`src/rtl/core/lbc_pkg.sv`:
```
`timescale 1ns / 1ps

package lbc_pkg;

    localparam int OP_W        = 2;
    localparam int BLOCK_NUM_W = 32;
    localparam int INDEX_W     = 4;
    localparam int STATUS_W    = 2;

    localparam logic [OP_W-1:0] OP_ACQUIRE = 2'd0;
    localparam logic [OP_W-1:0] OP_MARK    = 2'd1;
    localparam logic [OP_W-1:0] OP_RELEASE = 2'd2;

    localparam logic [STATUS_W-1:0] STAT_OK       = 2'd0;
    localparam logic [STATUS_W-1:0] STAT_NO_FREE  = 2'd1;
    localparam logic [STATUS_W-1:0] STAT_UNHELD   = 2'd2;
    localparam logic [STATUS_W-1:0] STAT_OVERFLOW = 2'd3;

    typedef enum logic [1:0] {
        S_IDLE,
        S_SEARCH,
        S_DECIDE,
        S_COMMIT
    } state_t;

    typedef struct packed {
        logic capture;
        logic search;
        logic decide;
        logic commit;
    } lbc_cmd_t;

    typedef struct packed {
        logic rsp_busy;
    } lbc_sts_t;

endpackage

```
`src/rtl/core/lbc_req_if.sv`:
```
`timescale 1ns / 1ps

interface lbc_req_if
    import lbc_pkg::*;
();
    logic                   valid;
    logic                   ready;
    logic [OP_W-1:0]        operation;
    logic [BLOCK_NUM_W-1:0] block_number;
    logic [INDEX_W-1:0]     entry_index;

    modport source (
        output valid,
        input  ready,
        output operation,
        output block_number,
        output entry_index
    );

    modport sink (
        input  valid,
        output ready,
        input  operation,
        input  block_number,
        input  entry_index
    );
endinterface

```
`src/rtl/core/lbc_rsp_if.sv`:
```
`timescale 1ns / 1ps

interface lbc_rsp_if
    import lbc_pkg::*;
();
    logic                   valid;
    logic                   ready;
    logic [STATUS_W-1:0]    status;
    logic [INDEX_W-1:0]     granted_entry;
    logic                   hit;
    logic                   load_request;
    logic                   writeback_request;
    logic [BLOCK_NUM_W-1:0] writeback_block;

    modport source (
        output valid,
        input  ready,
        output status,
        output granted_entry,
        output hit,
        output load_request,
        output writeback_request,
        output writeback_block
    );

    modport sink (
        input  valid,
        output ready,
        input  status,
        input  granted_entry,
        input  hit,
        input  load_request,
        input  writeback_request,
        input  writeback_block
    );
endinterface

```
`src/rtl/core/lbc_ctrl.sv`:
```
`timescale 1ns / 1ps

module lbc_ctrl
    import lbc_pkg::*;
(
    input  logic     clk,
    input  logic     rst_n,
    input  logic     req_valid,
    output logic     req_ready,
    input  lbc_sts_t sts,
    output lbc_cmd_t cmd
);

    state_t state_reg;
    state_t state_next;

    always_ff @(posedge clk or negedge rst_n)
    begin
        if (!rst_n)
        begin
            state_reg <= S_IDLE;
        end
        else
        begin
            state_reg <= state_next;
        end
    end

    always_comb
    begin
        state_next  = state_reg;
        req_ready   = 1'b0;
        cmd         = '0;
        case (state_reg)
            S_IDLE:
            begin
                req_ready   = 1'b1;
                cmd.capture = req_valid;
                if (req_valid)
                begin
                    state_next = S_SEARCH;
                end
            end
            S_SEARCH:
            begin
                cmd.search = 1'b1;
                state_next = S_DECIDE;
            end
            S_DECIDE:
            begin
                cmd.decide = 1'b1;
                state_next = S_COMMIT;
            end
            S_COMMIT:
            begin
                // hold until the previous word has left the output register
                if (!sts.rsp_busy)
                begin
                    cmd.commit = 1'b1;
                    state_next = S_IDLE;
                end
            end
            default:
            begin
                state_next = S_IDLE;
            end
        endcase
    end

endmodule

```
`src/rtl/core/lbc_datapath.sv`:
```
`timescale 1ns / 1ps

module lbc_datapath
    import lbc_pkg::*;
#(
    parameter int ENTRIES    = 16,
    parameter int BLOCK_BITS = 32,
    parameter int COUNT_BITS = 8
)
(
    input  logic                   clk,
    input  logic                   rst_n,
    input  lbc_cmd_t               cmd,
    output lbc_sts_t               sts,
    input  logic [OP_W-1:0]        operation,
    input  logic [BLOCK_NUM_W-1:0] block_number,
    input  logic [INDEX_W-1:0]     entry_index,
    lbc_rsp_if.source              rsp
);

    localparam int RANK_W = $clog2(ENTRIES);
    localparam int WIDE_W = (BLOCK_BITS > BLOCK_NUM_W) ? BLOCK_BITS : BLOCK_NUM_W;
    localparam int GNT_W  = (RANK_W > INDEX_W) ? RANK_W : INDEX_W;
    localparam logic [RANK_W-1:0]     RANK_MAX  = RANK_W'(ENTRIES - 1);
    localparam logic [COUNT_BITS-1:0] COUNT_MAX = {COUNT_BITS{1'b1}};
    localparam logic [COUNT_BITS-1:0] COUNT_ONE = COUNT_BITS'(1);

    // entry state
    logic [BLOCK_BITS-1:0] tag_reg   [ENTRIES];
    logic [BLOCK_BITS-1:0] tag_next  [ENTRIES];
    logic [COUNT_BITS-1:0] count_reg [ENTRIES];
    logic [COUNT_BITS-1:0] count_next[ENTRIES];
    logic [RANK_W-1:0]     rank_reg  [ENTRIES];
    logic [RANK_W-1:0]     rank_next [ENTRIES];
    logic [ENTRIES-1:0]    valid_reg;
    logic [ENTRIES-1:0]    valid_next;
    logic [ENTRIES-1:0]    dirty_reg;
    logic [ENTRIES-1:0]    dirty_next;

    // request
    logic [OP_W-1:0]       op_reg;
    logic [BLOCK_BITS-1:0] blk_reg;
    logic [INDEX_W-1:0]    idx_reg;
    logic [WIDE_W-1:0]     blk_wide;

    // search and decide
    logic [ENTRIES-1:0] match_reg;
    logic [ENTRIES-1:0] match_next;
    logic [ENTRIES-1:0] free_reg;
    logic [ENTRIES-1:0] free_next;
    logic [ENTRIES-1:0] idxv_reg;
    logic [ENTRIES-1:0] idxv_next;
    logic [ENTRIES-1:0] sel_reg;
    logic [ENTRIES-1:0] sel_next;
    logic [ENTRIES-1:0] hit_vec;
    logic [ENTRIES-1:0] victim_vec;
    logic               hit_reg;
    logic               found_reg;

    // selected entry
    logic [COUNT_BITS-1:0] sel_count;
    logic [BLOCK_BITS-1:0] sel_tag;
    logic [RANK_W-1:0]     sel_rank;
    logic [RANK_W-1:0]     sel_idx;
    logic                  sel_valid;
    logic                  sel_dirty;
    logic [GNT_W-1:0]      sel_idx_wide;
    logic [WIDE_W-1:0]     sel_tag_wide;

    // commit decision
    logic [STATUS_W-1:0]   status_dec;
    logic [COUNT_BITS-1:0] new_count;
    logic                  write_count;
    logic                  do_fill;
    logic                  set_dirty;
    logic                  do_promote;
    logic                  grant_dec;
    logic                  hit_dec;
    logic                  load_dec;
    logic                  wb_dec;

    // output word
    logic                   rsp_valid_reg;
    logic [STATUS_W-1:0]    rsp_status_reg;
    logic [INDEX_W-1:0]     rsp_entry_reg;
    logic                   rsp_hit_reg;
    logic                   rsp_load_reg;
    logic                   rsp_wb_reg;
    logic [BLOCK_NUM_W-1:0] rsp_wb_block_reg;

    assign blk_wide = WIDE_W'(block_number);

    always_ff @(posedge clk)
    begin
        if (cmd.capture)
        begin
            op_reg  <= operation;
            blk_reg <= blk_wide[BLOCK_BITS-1:0];
            idx_reg <= entry_index;
        end
        if (cmd.search)
        begin
            match_reg <= match_next;
            free_reg  <= free_next;
            idxv_reg  <= idxv_next;
        end
        if (cmd.decide)
        begin
            sel_reg   <= sel_next;
            hit_reg   <= |match_reg;
            found_reg <= |free_reg;
        end
    end

    always_comb
    begin
        for (int i = 0; i < ENTRIES; i++)
        begin
            match_next[i] = valid_reg[i] && (tag_reg[i] == blk_reg);
            free_next[i]  = (count_reg[i] == '0);
            idxv_next[i]  = (32'(idx_reg) == 32'(i));
        end
    end

    // lowest matching entry; least recent free entry by pairwise rank compare
    assign hit_vec = match_reg & (~match_reg + ENTRIES'(1));

    always_comb
    begin
        for (int i = 0; i < ENTRIES; i++)
        begin
            victim_vec[i] = free_reg[i];
            for (int j = 0; j < ENTRIES; j++)
            begin
                if (free_reg[j] && (rank_reg[j] < rank_reg[i]))
                begin
                    victim_vec[i] = 1'b0;
                end
            end
        end
        if (op_reg == OP_ACQUIRE)
        begin
            sel_next = (|match_reg) ? hit_vec : victim_vec;
        end
        else
        begin
            sel_next = idxv_reg;
        end
    end

    always_comb
    begin
        sel_count = '0;
        sel_tag   = '0;
        sel_rank  = '0;
        sel_idx   = '0;
        sel_valid = 1'b0;
        sel_dirty = 1'b0;
        for (int i = 0; i < ENTRIES; i++)
        begin
            if (sel_reg[i])
            begin
                sel_count = sel_count | count_reg[i];
                sel_tag   = sel_tag | tag_reg[i];
                sel_rank  = sel_rank | rank_reg[i];
                sel_idx   = sel_idx | RANK_W'(i);
                sel_valid = sel_valid | valid_reg[i];
                sel_dirty = sel_dirty | dirty_reg[i];
            end
        end
    end

    assign sel_idx_wide = GNT_W'(sel_idx);
    assign sel_tag_wide = WIDE_W'(sel_tag);

    always_comb
    begin
        status_dec  = STAT_OK;
        new_count   = sel_count;
        write_count = 1'b0;
        do_fill     = 1'b0;
        set_dirty   = 1'b0;
        do_promote  = 1'b0;
        grant_dec   = 1'b0;
        hit_dec     = 1'b0;
        load_dec    = 1'b0;
        wb_dec      = 1'b0;
        case (op_reg)
            OP_ACQUIRE:
            begin
                if (hit_reg)
                begin
                    if (sel_count == COUNT_MAX)
                    begin
                        status_dec = STAT_OVERFLOW;
                    end
                    else
                    begin
                        new_count   = sel_count + COUNT_ONE;
                        write_count = 1'b1;
                        do_promote  = 1'b1;
                        grant_dec   = 1'b1;
                        hit_dec     = 1'b1;
                    end
                end
                else if (!found_reg)
                begin
                    status_dec = STAT_NO_FREE;
                end
                else
                begin
                    new_count   = COUNT_ONE;
                    write_count = 1'b1;
                    do_fill     = 1'b1;
                    do_promote  = 1'b1;
                    grant_dec   = 1'b1;
                    load_dec    = 1'b1;
                    wb_dec      = sel_valid && sel_dirty;
                end
            end
            OP_MARK:
            begin
                set_dirty = sel_valid;
            end
            OP_RELEASE:
            begin
                if (sel_count == '0)
                begin
                    status_dec = STAT_UNHELD;
                end
                else
                begin
                    new_count   = sel_count - COUNT_ONE;
                    write_count = 1'b1;
                    do_promote  = (sel_count == COUNT_ONE);
                end
            end
            default:
            begin
                status_dec = STAT_OK;
            end
        endcase
    end

    always_comb
    begin
        valid_next = valid_reg;
        dirty_next = dirty_reg;
        for (int i = 0; i < ENTRIES; i++)
        begin
            tag_next[i]   = tag_reg[i];
            count_next[i] = count_reg[i];
            rank_next[i]  = rank_reg[i];
            if (cmd.commit)
            begin
                if (sel_reg[i])
                begin
                    if (write_count)
                    begin
                        count_next[i] = new_count;
                    end
                    if (do_fill)
                    begin
                        tag_next[i]   = blk_reg;
                        valid_next[i] = 1'b1;
                        dirty_next[i] = 1'b0;
                    end
                    if (set_dirty)
                    begin
                        dirty_next[i] = 1'b1;
                    end
                end
                if (do_promote)
                begin
                    if (sel_reg[i])
                    begin
                        rank_next[i] = RANK_MAX;
                    end
                    else if (rank_reg[i] > sel_rank)
                    begin
                        rank_next[i] = rank_reg[i] - RANK_W'(1);
                    end
                end
            end
        end
    end

    always_ff @(posedge clk)
    begin
        for (int i = 0; i < ENTRIES; i++)
        begin
            tag_reg[i] <= tag_next[i];
        end
    end

    always_ff @(posedge clk or negedge rst_n)
    begin
        if (!rst_n)
        begin
            valid_reg <= '0;
            dirty_reg <= '0;
            for (int i = 0; i < ENTRIES; i++)
            begin
                count_reg[i] <= '0;
                rank_reg[i]  <= RANK_W'(i);
            end
        end
        else
        begin
            valid_reg <= valid_next;
            dirty_reg <= dirty_next;
            for (int i = 0; i < ENTRIES; i++)
            begin
                count_reg[i] <= count_next[i];
                rank_reg[i]  <= rank_next[i];
            end
        end
    end

    always_ff @(posedge clk or negedge rst_n)
    begin
        if (!rst_n)
        begin
            rsp_valid_reg <= 1'b0;
        end
        else
        begin
            rsp_valid_reg <= cmd.commit || (rsp_valid_reg && !rsp.ready);
        end
    end

    always_ff @(posedge clk)
    begin
        if (cmd.commit)
        begin
            rsp_status_reg   <= status_dec;
            rsp_entry_reg    <= grant_dec ? sel_idx_wide[INDEX_W-1:0] : '0;
            rsp_hit_reg      <= hit_dec;
            rsp_load_reg     <= load_dec;
            rsp_wb_reg       <= wb_dec;
            rsp_wb_block_reg <= wb_dec ? sel_tag_wide[BLOCK_NUM_W-1:0] : '0;
        end
    end

    assign sts.rsp_busy          = rsp_valid_reg && !rsp.ready;
    assign rsp.valid             = rsp_valid_reg;
    assign rsp.status            = rsp_status_reg;
    assign rsp.granted_entry     = rsp_entry_reg;
    assign rsp.hit               = rsp_hit_reg;
    assign rsp.load_request      = rsp_load_reg;
    assign rsp.writeback_request = rsp_wb_reg;
    assign rsp.writeback_block   = rsp_wb_block_reg;

endmodule

```
`src/rtl/core/lru_block_buffer_cache.sv`:
```
`timescale 1ns / 1ps

// Metadata controller of a block buffer cache with LRU replacement and per-entry
// reference counts. Each request word (acquire a block, mark an entry dirty, release
// an entry) yields exactly one response word carrying a status and, for an acquire,
// the granted entry, hit, load and writeback indications. A request passes through
// capture, parallel tag and free-entry search, hit/victim selection by a pairwise
// rank compare, and the state update that loads its response into the output
// register; the next request is accepted in the cycle after the update, so no new
// request is taken while one is still in flight.
// A response that is not taken holds the next request at the update step. All
// metadata sits in flip-flops and is ready right after reset.
module lru_block_buffer_cache
    import lbc_pkg::*;
#(
    parameter int ENTRIES    = 16,
    parameter int BLOCK_BITS = 32,
    parameter int COUNT_BITS = 8
)
(
    input  logic      clk,
    input  logic      rst_n,
    lbc_req_if.sink   req,
    lbc_rsp_if.source rsp
);

    lbc_cmd_t cmd;
    lbc_sts_t sts;

    lbc_ctrl u_ctrl (
        .clk       (clk),
        .rst_n     (rst_n),
        .req_valid (req.valid),
        .req_ready (req.ready),
        .sts       (sts),
        .cmd       (cmd)
    );

    lbc_datapath #(
        .ENTRIES    (ENTRIES),
        .BLOCK_BITS (BLOCK_BITS),
        .COUNT_BITS (COUNT_BITS)
    ) u_datapath (
        .clk          (clk),
        .rst_n        (rst_n),
        .cmd          (cmd),
        .sts          (sts),
        .operation    (req.operation),
        .block_number (req.block_number),
        .entry_index  (req.entry_index),
        .rsp          (rsp)
    );

endmodule
```
`src/flat_wrapper.sv`:
```
// flat-port wrapper written by rule: the top's interface ports become plain ports
module lru_block_buffer_cache_flat import lbc_pkg::*;
#(
    parameter int ENTRIES    = 16,
    parameter int BLOCK_BITS = 32,
    parameter int COUNT_BITS = 8
)
  (clk, rst_n, req_valid, req_ready, req_operation, req_block_number, req_entry_index, rsp_valid, rsp_ready, rsp_status, rsp_granted_entry, rsp_hit, rsp_load_request, rsp_writeback_request, rsp_writeback_block);
  lbc_req_if req_i ();
  lbc_rsp_if rsp_i ();
  input  logic clk;
  input  logic rst_n;
  input wire logic [$bits(req_i.valid)-1:0] req_valid;
  output wire logic [$bits(req_i.ready)-1:0] req_ready;
  input wire logic [$bits(req_i.operation)-1:0] req_operation;
  input wire logic [$bits(req_i.block_number)-1:0] req_block_number;
  input wire logic [$bits(req_i.entry_index)-1:0] req_entry_index;
  output wire logic [$bits(rsp_i.valid)-1:0] rsp_valid;
  input wire logic [$bits(rsp_i.ready)-1:0] rsp_ready;
  output wire logic [$bits(rsp_i.status)-1:0] rsp_status;
  output wire logic [$bits(rsp_i.granted_entry)-1:0] rsp_granted_entry;
  output wire logic [$bits(rsp_i.hit)-1:0] rsp_hit;
  output wire logic [$bits(rsp_i.load_request)-1:0] rsp_load_request;
  output wire logic [$bits(rsp_i.writeback_request)-1:0] rsp_writeback_request;
  output wire logic [$bits(rsp_i.writeback_block)-1:0] rsp_writeback_block;
  assign req_i.valid = req_valid;
  assign req_ready = req_i.ready;
  assign req_i.operation = req_operation;
  assign req_i.block_number = req_block_number;
  assign req_i.entry_index = req_entry_index;
  assign rsp_valid = rsp_i.valid;
  assign rsp_i.ready = rsp_ready;
  assign rsp_status = rsp_i.status;
  assign rsp_granted_entry = rsp_i.granted_entry;
  assign rsp_hit = rsp_i.hit;
  assign rsp_load_request = rsp_i.load_request;
  assign rsp_writeback_request = rsp_i.writeback_request;
  assign rsp_writeback_block = rsp_i.writeback_block;
  lru_block_buffer_cache #(.ENTRIES(ENTRIES), .BLOCK_BITS(BLOCK_BITS), .COUNT_BITS(COUNT_BITS)) u_core (.clk(clk), .rst_n(rst_n), .req(req_i), .rsp(rsp_i));
endmodule
```
`config.mk`:
```
export PLATFORM = sky130hd
export DESIGN_NAME = lru_block_buffer_cache_flat
export DESIGN_NICKNAME = d
export VERILOG_FILES = /design/src/rtl/core/lbc_pkg.sv /design/src/rtl/core/lbc_req_if.sv /design/src/rtl/core/lbc_rsp_if.sv /design/src/rtl/core/lbc_ctrl.sv /design/src/rtl/core/lbc_datapath.sv /design/src/rtl/core/lru_block_buffer_cache.sv /design/src/flat_wrapper.sv
export SDC_FILE = /design/constraint.sdc
export NUM_CORES = 2
export LEC_CHECK = 0
export BUFFER_PORTS_ARGS = -buffer_cell sky130_fd_sc_hd__buf_2
export CAP_MARGIN = 0
export CORE_MARGIN = 2
export CORE_UTILIZATION = 55
export CTS_BUF_LIST = sky130_fd_sc_hd__clkbuf_8 sky130_fd_sc_hd__clkbuf_16
export CTS_CLUSTER_SIZE = 14
export DETAILED_ROUTE_END_ITERATION = 10
export GPL_TIMING_DRIVEN = 1
export PLACE_DENSITY = 0.67
export SYNTH_ARGS = -nofsm -noshare
export SYNTH_HDL_FRONTEND = slang
export SYNTH_SLANG_ARGS = --single-unit
```
`constraint.sdc`:
```
create_clock -name clk -period 4 [get_ports clk]
set_input_delay 0.8 -clock clk [delete_from_list [all_inputs] [get_ports clk]]
set_output_delay 0.8 -clock clk [all_outputs]
set_load 0.02 [all_outputs]
```
Yosys cells after proc, flatten, opt, wreduce, memory -nomap -nowiden. Memory sizes are Yosys's and may differ from the RTL's. Index checks and enable logic that the tools add are counted.

Register bits: 372. RAM bits: 512. Input bits: 42. Output and inout bits: 43. Word-level logic and storage cells: 1339. Memories kept: 1.

Memory list: u_core.u_datapath.tag_reg (depth 16, bits a word 32, read ports 16, clocked after Yosys merged registers in 0, wr ports 16, RTL line lbc_datapath.sv:29) `logic [BLOCK_BITS-1:0] tag_reg [ENTRIES];`.

Add/subtract/negate cells: 19. Magnitude comparators: 272. Eq/ne operators: 40. Multiplexer cells: 468. Bitwise logic cells: 77. Reduce and logical (&&, ||, !) cells: 381.

Operators with widths (count): $mux 32 (64); $lt 4x4->1 (256); $eq 32x32->1 (16); $or 32x32->32 (15); $mux 1 (310); $logic_and 1x1->1 (274); $mux 4 (56); $reduce_and 3->1 (64); $mux 8 (20); $logic_not 8->1 (17); $or 8x8->8 (15); $gt 4x4->1 (16); $sub 4x1->4 const B (16); $or 4x4->4 (15); $reduce_bool 2->1 (17); $eq 4x4->1 const B (8); $mux 16 (2); $reduce_or 16->1 (2); $or 1x1->1 (30); $add 16x1->16 const B (1); $and 16x16->16 (1); $eq 4x3->1 const B (4); $not 16->16 (1); $pmux 8 s2 (1); 19 further kinds (36).

Depth between registers and ports, before layout.
Depth after elaboration: 36. Mapped depth: 15. Depth with buffers taken out: 13.

Modules after synthesis. From an unflattened synthesis, not the netlist that was laid out.

Cells, all modules: 4828. Area total of the unflattened synthesis: 53602.7 um^2.

Modules (own cells, without submodules): lbc_datapath (times used 1, cells each 4811, area an instance 53432.5 um^2, sequential area each 25399.4 um^2); lbc_ctrl (times used 1, cells each 17, area an instance 170.2 um^2, sequential area each 50.0 um^2).

Worst setup path after synthesis. No wires, ideal clock.

Kind: register -> register. Start point: reg u_core.u_datapath.sel_reg[2]. End point: reg u_core.u_datapath.rank_reg[63] (netlist bit). Setup time: 126 ps. Data arrival time: 3457 ps. Required time: 3874 ps. Path slack: 417 ps. Stages on the path, launching flop included: 16. Buffers on the path: 3. Clock period less this slack: 3583 ps. Cell sequence: edfxtp_1 -> clkbuf_1 -> clkbuf_1 -> clkbuf_1 -> a22o_1 -> a221oi_1 -> nand4_1 -> ha_1 -> nor2b_1 -> o21ai_0 -> nand2b_1 -> a21oi_1 -> a41oi_1 -> nor4b_1 -> and4b_1 -> nor3_1.

Word-level cells in the longest chain between the ends: 32. Elaborated cells on any way between the ends: 64.

RTL lines: start: declaration (RTL line lbc_datapath.sv:53) `logic [ENTRIES-1:0] sel_reg;`; start signal: assignment (RTL line lbc_datapath.sv:109) `sel_reg <= sel_next;`; $mux 8 (RTL line lbc_datapath.sv:161) `if (sel_reg[i])`; $or 8x8->8 (RTL line lbc_datapath.sv:163) `sel_count = sel_count | count_reg[i];`; $mux 8 (RTL line lbc_datapath.sv:161); $or 8x8->8 (RTL line lbc_datapath.sv:163); $mux 8 (RTL line lbc_datapath.sv:161); $or 8x8->8 (RTL line lbc_datapath.sv:163); $mux 8 (RTL line lbc_datapath.sv:161); $or 8x8->8 (RTL line lbc_datapath.sv:163); (+16 left out); $mux 8 (RTL line lbc_datapath.sv:161); $or 8x8->8 (RTL line lbc_datapath.sv:163); $mux 8 (RTL line lbc_datapath.sv:161); $eq 8x8->1 (RTL line lbc_datapath.sv:193) `if (sel_count == COUNT_MAX)`; $mux 1 (RTL line lbc_datapath.sv:193); $mux 1 (RTL line lbc_datapath.sv:191) `if (hit_reg)`; $pmux 1 s2 (RTL line lbc_datapath.sv:188) `case (op_reg)`; $reduce_and 3->1 (no line) *; end signal: indexed assignment (RTL line lbc_datapath.sv:305) `rank_reg[i] <= RANK_W'(i);`; end signal: indexed assignment (RTL line lbc_datapath.sv:315) `rank_reg[i] <= rank_next[i];`; end: declaration (RTL line lbc_datapath.sv:33) `logic [RANK_W-1:0] rank_reg [ENTRIES];`.

Every way passes the cells marked *; elsewhere a longest branch is shown, timed or not. A chain may end at the register's enable or synchronous reset.

Worst setup path after layout.
Start point: reg u_core.u_datapath.rank_reg[5] (netlist bit). End point: reg u_core.u_datapath.sel_reg[5] (data pin).

Word-level cells in the longest chain between the ends: 6.

RTL lines: $lt 4x4->1 (RTL line lbc_datapath.sv:135) `if (free_reg[j] && (rank_reg[j] < rank_reg[i]))`; $logic_and 1x1->1 (RTL line lbc_datapath.sv:135); $mux 1 (2 in series) (RTL line lbc_datapath.sv:135); $mux 16 (RTL line lbc_datapath.sv:143) `sel_next = (|match_reg) ? hit_vec : victim_vec;`; $mux 16 (RTL line lbc_datapath.sv:141) `if (op_reg == OP_ACQUIRE)`; net u_core.u_datapath.sel_next[5] (RTL line lbc_datapath.sv:54) `logic [ENTRIES-1:0] sel_next;`.

The timed path passes the listed nets, and every way through them passes these cells.

==> results.md <==
* Synth-to-layout area growth at 13.6%
* Routability congestion estimate at 1.07
* FF-to-FF End: u_core.u_datapath.sel_reg[5]
* Share of post-route cells with drive strength above 1 at 12.7%
* Final Max Slew Viols at 0
* Core area at 96,700 µm²
* Via count at 45,013
* Clk slew on worst S/H paths at 0.06 ns
* PortBufs at 84
* Starting Density at 55.4%
* Num CTS Buffers at 93
* Final hold viol count at 0
* WS Path Type: flip-flop to flip-flop
* Slew @ Worst Pin at 1.28 ns
* DRC violations left at 0
* End of the critical path: u_core.u_datapath.sel_reg[5]
* Mapped Cells at 4,749
* Peak supply drop at 0.484 mV
* First-pass GRT wire length at 322,000 µm
* Synthesis-stage register bit count at 884
* Crit-path max FO at 6
* Worst r2r src: u_core.u_datapath.rank_reg[5]
* Placed cells at 6,190
* Critical Path Max Stage Delay at 0.77 ns
* Drt wl/cell at 36.3 µm
* Pwr per Cell Area at 757 nW/µm²
* Multi-input gate area at 26,700 µm²
* Worst Setup End Kind: flip-flop
* Sw frac at 44.9%
* Fmax at 0.249 GHz
* Htree depth at 3
* Setup violators final at 1
* GR Util All Layers at 46.0%
* Most frequent cells in the layout: 657 x edfxtp_1, 567 x ha_1, 422 x xnor2_1, 322 x buf_4, 244 x o21ai_0
* Total clock sinks at 884
* Die ar. at 100,000 µm²
* Post-synth ARST share at 25.7%
* Initial antenna violation count at 9
* Core Rows at 114
* CP arrival at 4.55 ns
* CP max-delay cell: nor4_1
* Fin Hold WS at 0.151 ns
* Die width at 316 µm
* Final setup TNS at -0.0142 ns
* TritonCTS clock tree: built
* Initial drt markers at 6,838
* Gate power share at 49.9%
* Final wirelength at 232,000 µm
* Critical path launch point: u_core.u_datapath.rank_reg[5]
* CTS max path bufs at 3
* CP most frequent cell: o21a_1
* Fin nets at 5,633
* Leak at 0.0231 µW
* Clock share of power at 20.4%
* Total of warnings raised by yosys at 0
* Internal reg-to-reg setup slack at -0.01 ns
* Critical path launch point type: flip-flop
* Worst slew margin at 14.0%
* Dpl hpwl at 167,000 µm
* Most common cell after layout, fill and taps aside: edfxtp_1
* Failing checks: setup timing
* Switching pwr at 20,700 µW
* Number of routed nets with antenna violations at 0
* Sequential power share at 29.7%
* Grt total ovfl at 0
* Synthesized cell area at 53,600 µm²
* Mean post-synth cell area at 11.3 µm²
* Worst Path Required at 4.54 ns
* Internal at 25,400 µW
* Max Cap Viol at 0
* Seq/Total Area, Yosys at 47.5%
* Top-level port count at 85
* Final Cycle Share at 100%
* Vias in the first global route at 42,298
* Post-synth EDFFs at 657
* RSZ-0062 raised after global routing: no
* Latest clock arrival within the worst-skew pair at 0.72 ns
* Distinct cells, synth at 78
* Clock Skew at 0.0473 ns
* Die Ht at 316 µm
* DR vias/cell at 7.05
* Drt first pass iters at 7
* Fin crit period at 4.01 ns
* Pin count of the biggest net entering global routing at 103
* Worst-path cell chain: clkinvlp_4 > buf_12 > ha_1 > nor2b_1 > o21a_1 > o21a_1 > o211a_1 > a2111oi_0 > nand3_1 > nor4_1 > o22a_1
* Predominant post-synthesis flop cell: edfxtp_1
* Root buffer cell: clkbuf_16
* Depth of the most critical reg-to-reg path at 11
* Fin worst setup slack at -0.0142 ns
* Syn_nets at 5,359
* Fill cells at 7,706
* Pre-CTS WS at -0.213 ns
* Non-Filler Instances at 6,385
* Sequential Area at 25,400 µm²
* Worst hold path type: input pin to asynchronous set/reset pin
* Status: finished, violations left
* Max reg flops at 512
[area by class of cell]
class | count | share of cell area (%)
multi-input combinational | 3494 | 43.9
sequential | 884 | 41.8
timing repair buffer | 431 | 5.50
clock buffer | 106 | 4.17
tap | 1276 | 2.62
clock inverter | 68 | 1.22
inverter | 119 | 0.740
antenna | 7 | 0.0288
[worst max-delay path: cells and delay by family (launching register included)]
kind	cells	cell delay, ns
AND/OR/NAND/NOR	3	1.17
flip-flops	1	0.63
AO/OA/AOI/OAI	5	1.30
adder cells (fa/ha/maj)	1	0.30
buffers and inverters	2	0.43
[cell families after synthesis]
kind of cell | after synthesis | share of synthesized area, %
AOI/OAI and AO/OA | 1136 | 15.0
xor gates and xnor gates | 508 | 8.30
adders and majority gates | 568 | 13.3
buffers and inverters | 371 | 2.72
DFF | 884 | 47.5
muxes | 2 | 0.0373
and+or+nand+nor | 1280 | 13.2
[power by group through the flow]
| stage | sequential (µW) | clock [µW] | combinational (µW) |
|---|---|---|---|
| CTS | 13600 | 9420 | 22100 |
| detailed placement | 13700 | 0 | 22000 |
| global placement | 13800 | 0 | 21600 |
| global route | 13700 | 9760 | 24600 |
| finish | 13700 | 9390 | 23000 |
| floorplan | 12900 | 0 | 13300 |
[how the worst min path moves through the flow]
| stage | startpoint | endpoint | depth (start not counted) | slack [ns] |
|---|---|---|---|---|
| after floorplan | u_core.u_datapath.valid_reg[7] | u_core.u_datapath.valid_reg[7] | 1 | 0.45 |
| after global placement | u_core.u_datapath.dirty_reg[9] | u_core.u_datapath.dirty_reg[9] | 1 | 0.49 |
| after detailed placement | u_core.u_datapath.dirty_reg[3] | u_core.u_datapath.dirty_reg[3] | 1 | 0.49 |
| after CTS | rst_n | u_core.u_datapath.count_reg[50] | 1 | 0.18 |
| after global routing | rst_n | u_core.u_datapath.count_reg[50] | 1 | 0.21 |
| final | rst_n | u_core.u_datapath.count_reg[0] | 1 | 0.15 |
[what timing repair did]
action                     4_1_cts  5_1_grt
setup buffers                    0       14
pin swaps                        0        6
hold buffers                     0        0
gates resized for setup          1        2
setup endpoints to repair        1      111
[cells in the mapped netlist, types with 5 or more instances]
cell type | n | area share (%)
edfxtp_1 | 657 | 37
ha_1 | 568 | 13
xnor2_1 | 422 | 6.9
o21ai_0 | 244 | 2.3
nand4_1 | 241 | 2.8
nand2_1 | 239 | 1.7
dfrtp_1 | 195 | 9.1
nor2b_1 | 172 | 2.0
clkbuf_1 | 169 | 1.2
nor2_1 | 165 | 1.2
a21oi_1 | 155 | 1.4
a221oi_1 | 153 | 2.5
a22o_1 | 153 | 2.5
nand2b_1 | 139 | 1.6
a22oi_1 | 121 | 1.7
inv_1 | 119 | 0.83
xor2_1 | 86 | 1.4
nor4_1 | 72 | 0.84
nor3_1 | 59 | 0.55
a31oi_1 | 57 | 0.67
o21a_1 | 52 | 0.73
nand3_1 | 48 | 0.45
buf_1 | 44 | 0.31
or4_1 | 39 | 0.55
buf_2 | 36 | 0.34
and3_1 | 35 | 0.41
dfstp_2 | 32 | 1.6
o22a_1 | 30 | 0.49
a311oi_1 | 24 | 0.39
a41oi_1 | 24 | 0.39
o211ai_1 | 24 | 0.34
and4_1 | 21 | 0.34
o22ai_1 | 21 | 0.25
a32oi_1 | 15 | 0.25
nand3b_1 | 15 | 0.21
or3_1 | 7 | 0.082
and2_1 | 6 | 0.070
o221ai_1 | 6 | 0.098
o2111ai_1 | 5 | 0.082
[per-stage QoR]
stage	util, %	cell area, µm²	total power, µW
after floorplan	-	53600	26200
after global placement	59.4	57500	35400
after detailed placement	59.4	57500	35700
after CTS	62.8	60700	45100
after global routing	62.9	60900	48100
final	63.0	60900	46100
[per-layer routing]
layer / track usage [%] / up-vias / wire length, µm / part of all wire [%]
met4: 39.9 / 6 / 25100 / 11
met3: 9.84 / 933 / 24400 / 11
met5: 0 / - / 38 / 0.016
met1: 56.9 / 21835 / 83000 / 36
li1: - / 18943 / - / -
met2: 68.6 / 3296 / 99100 / 43
Power figures use the tool's default switching activity.
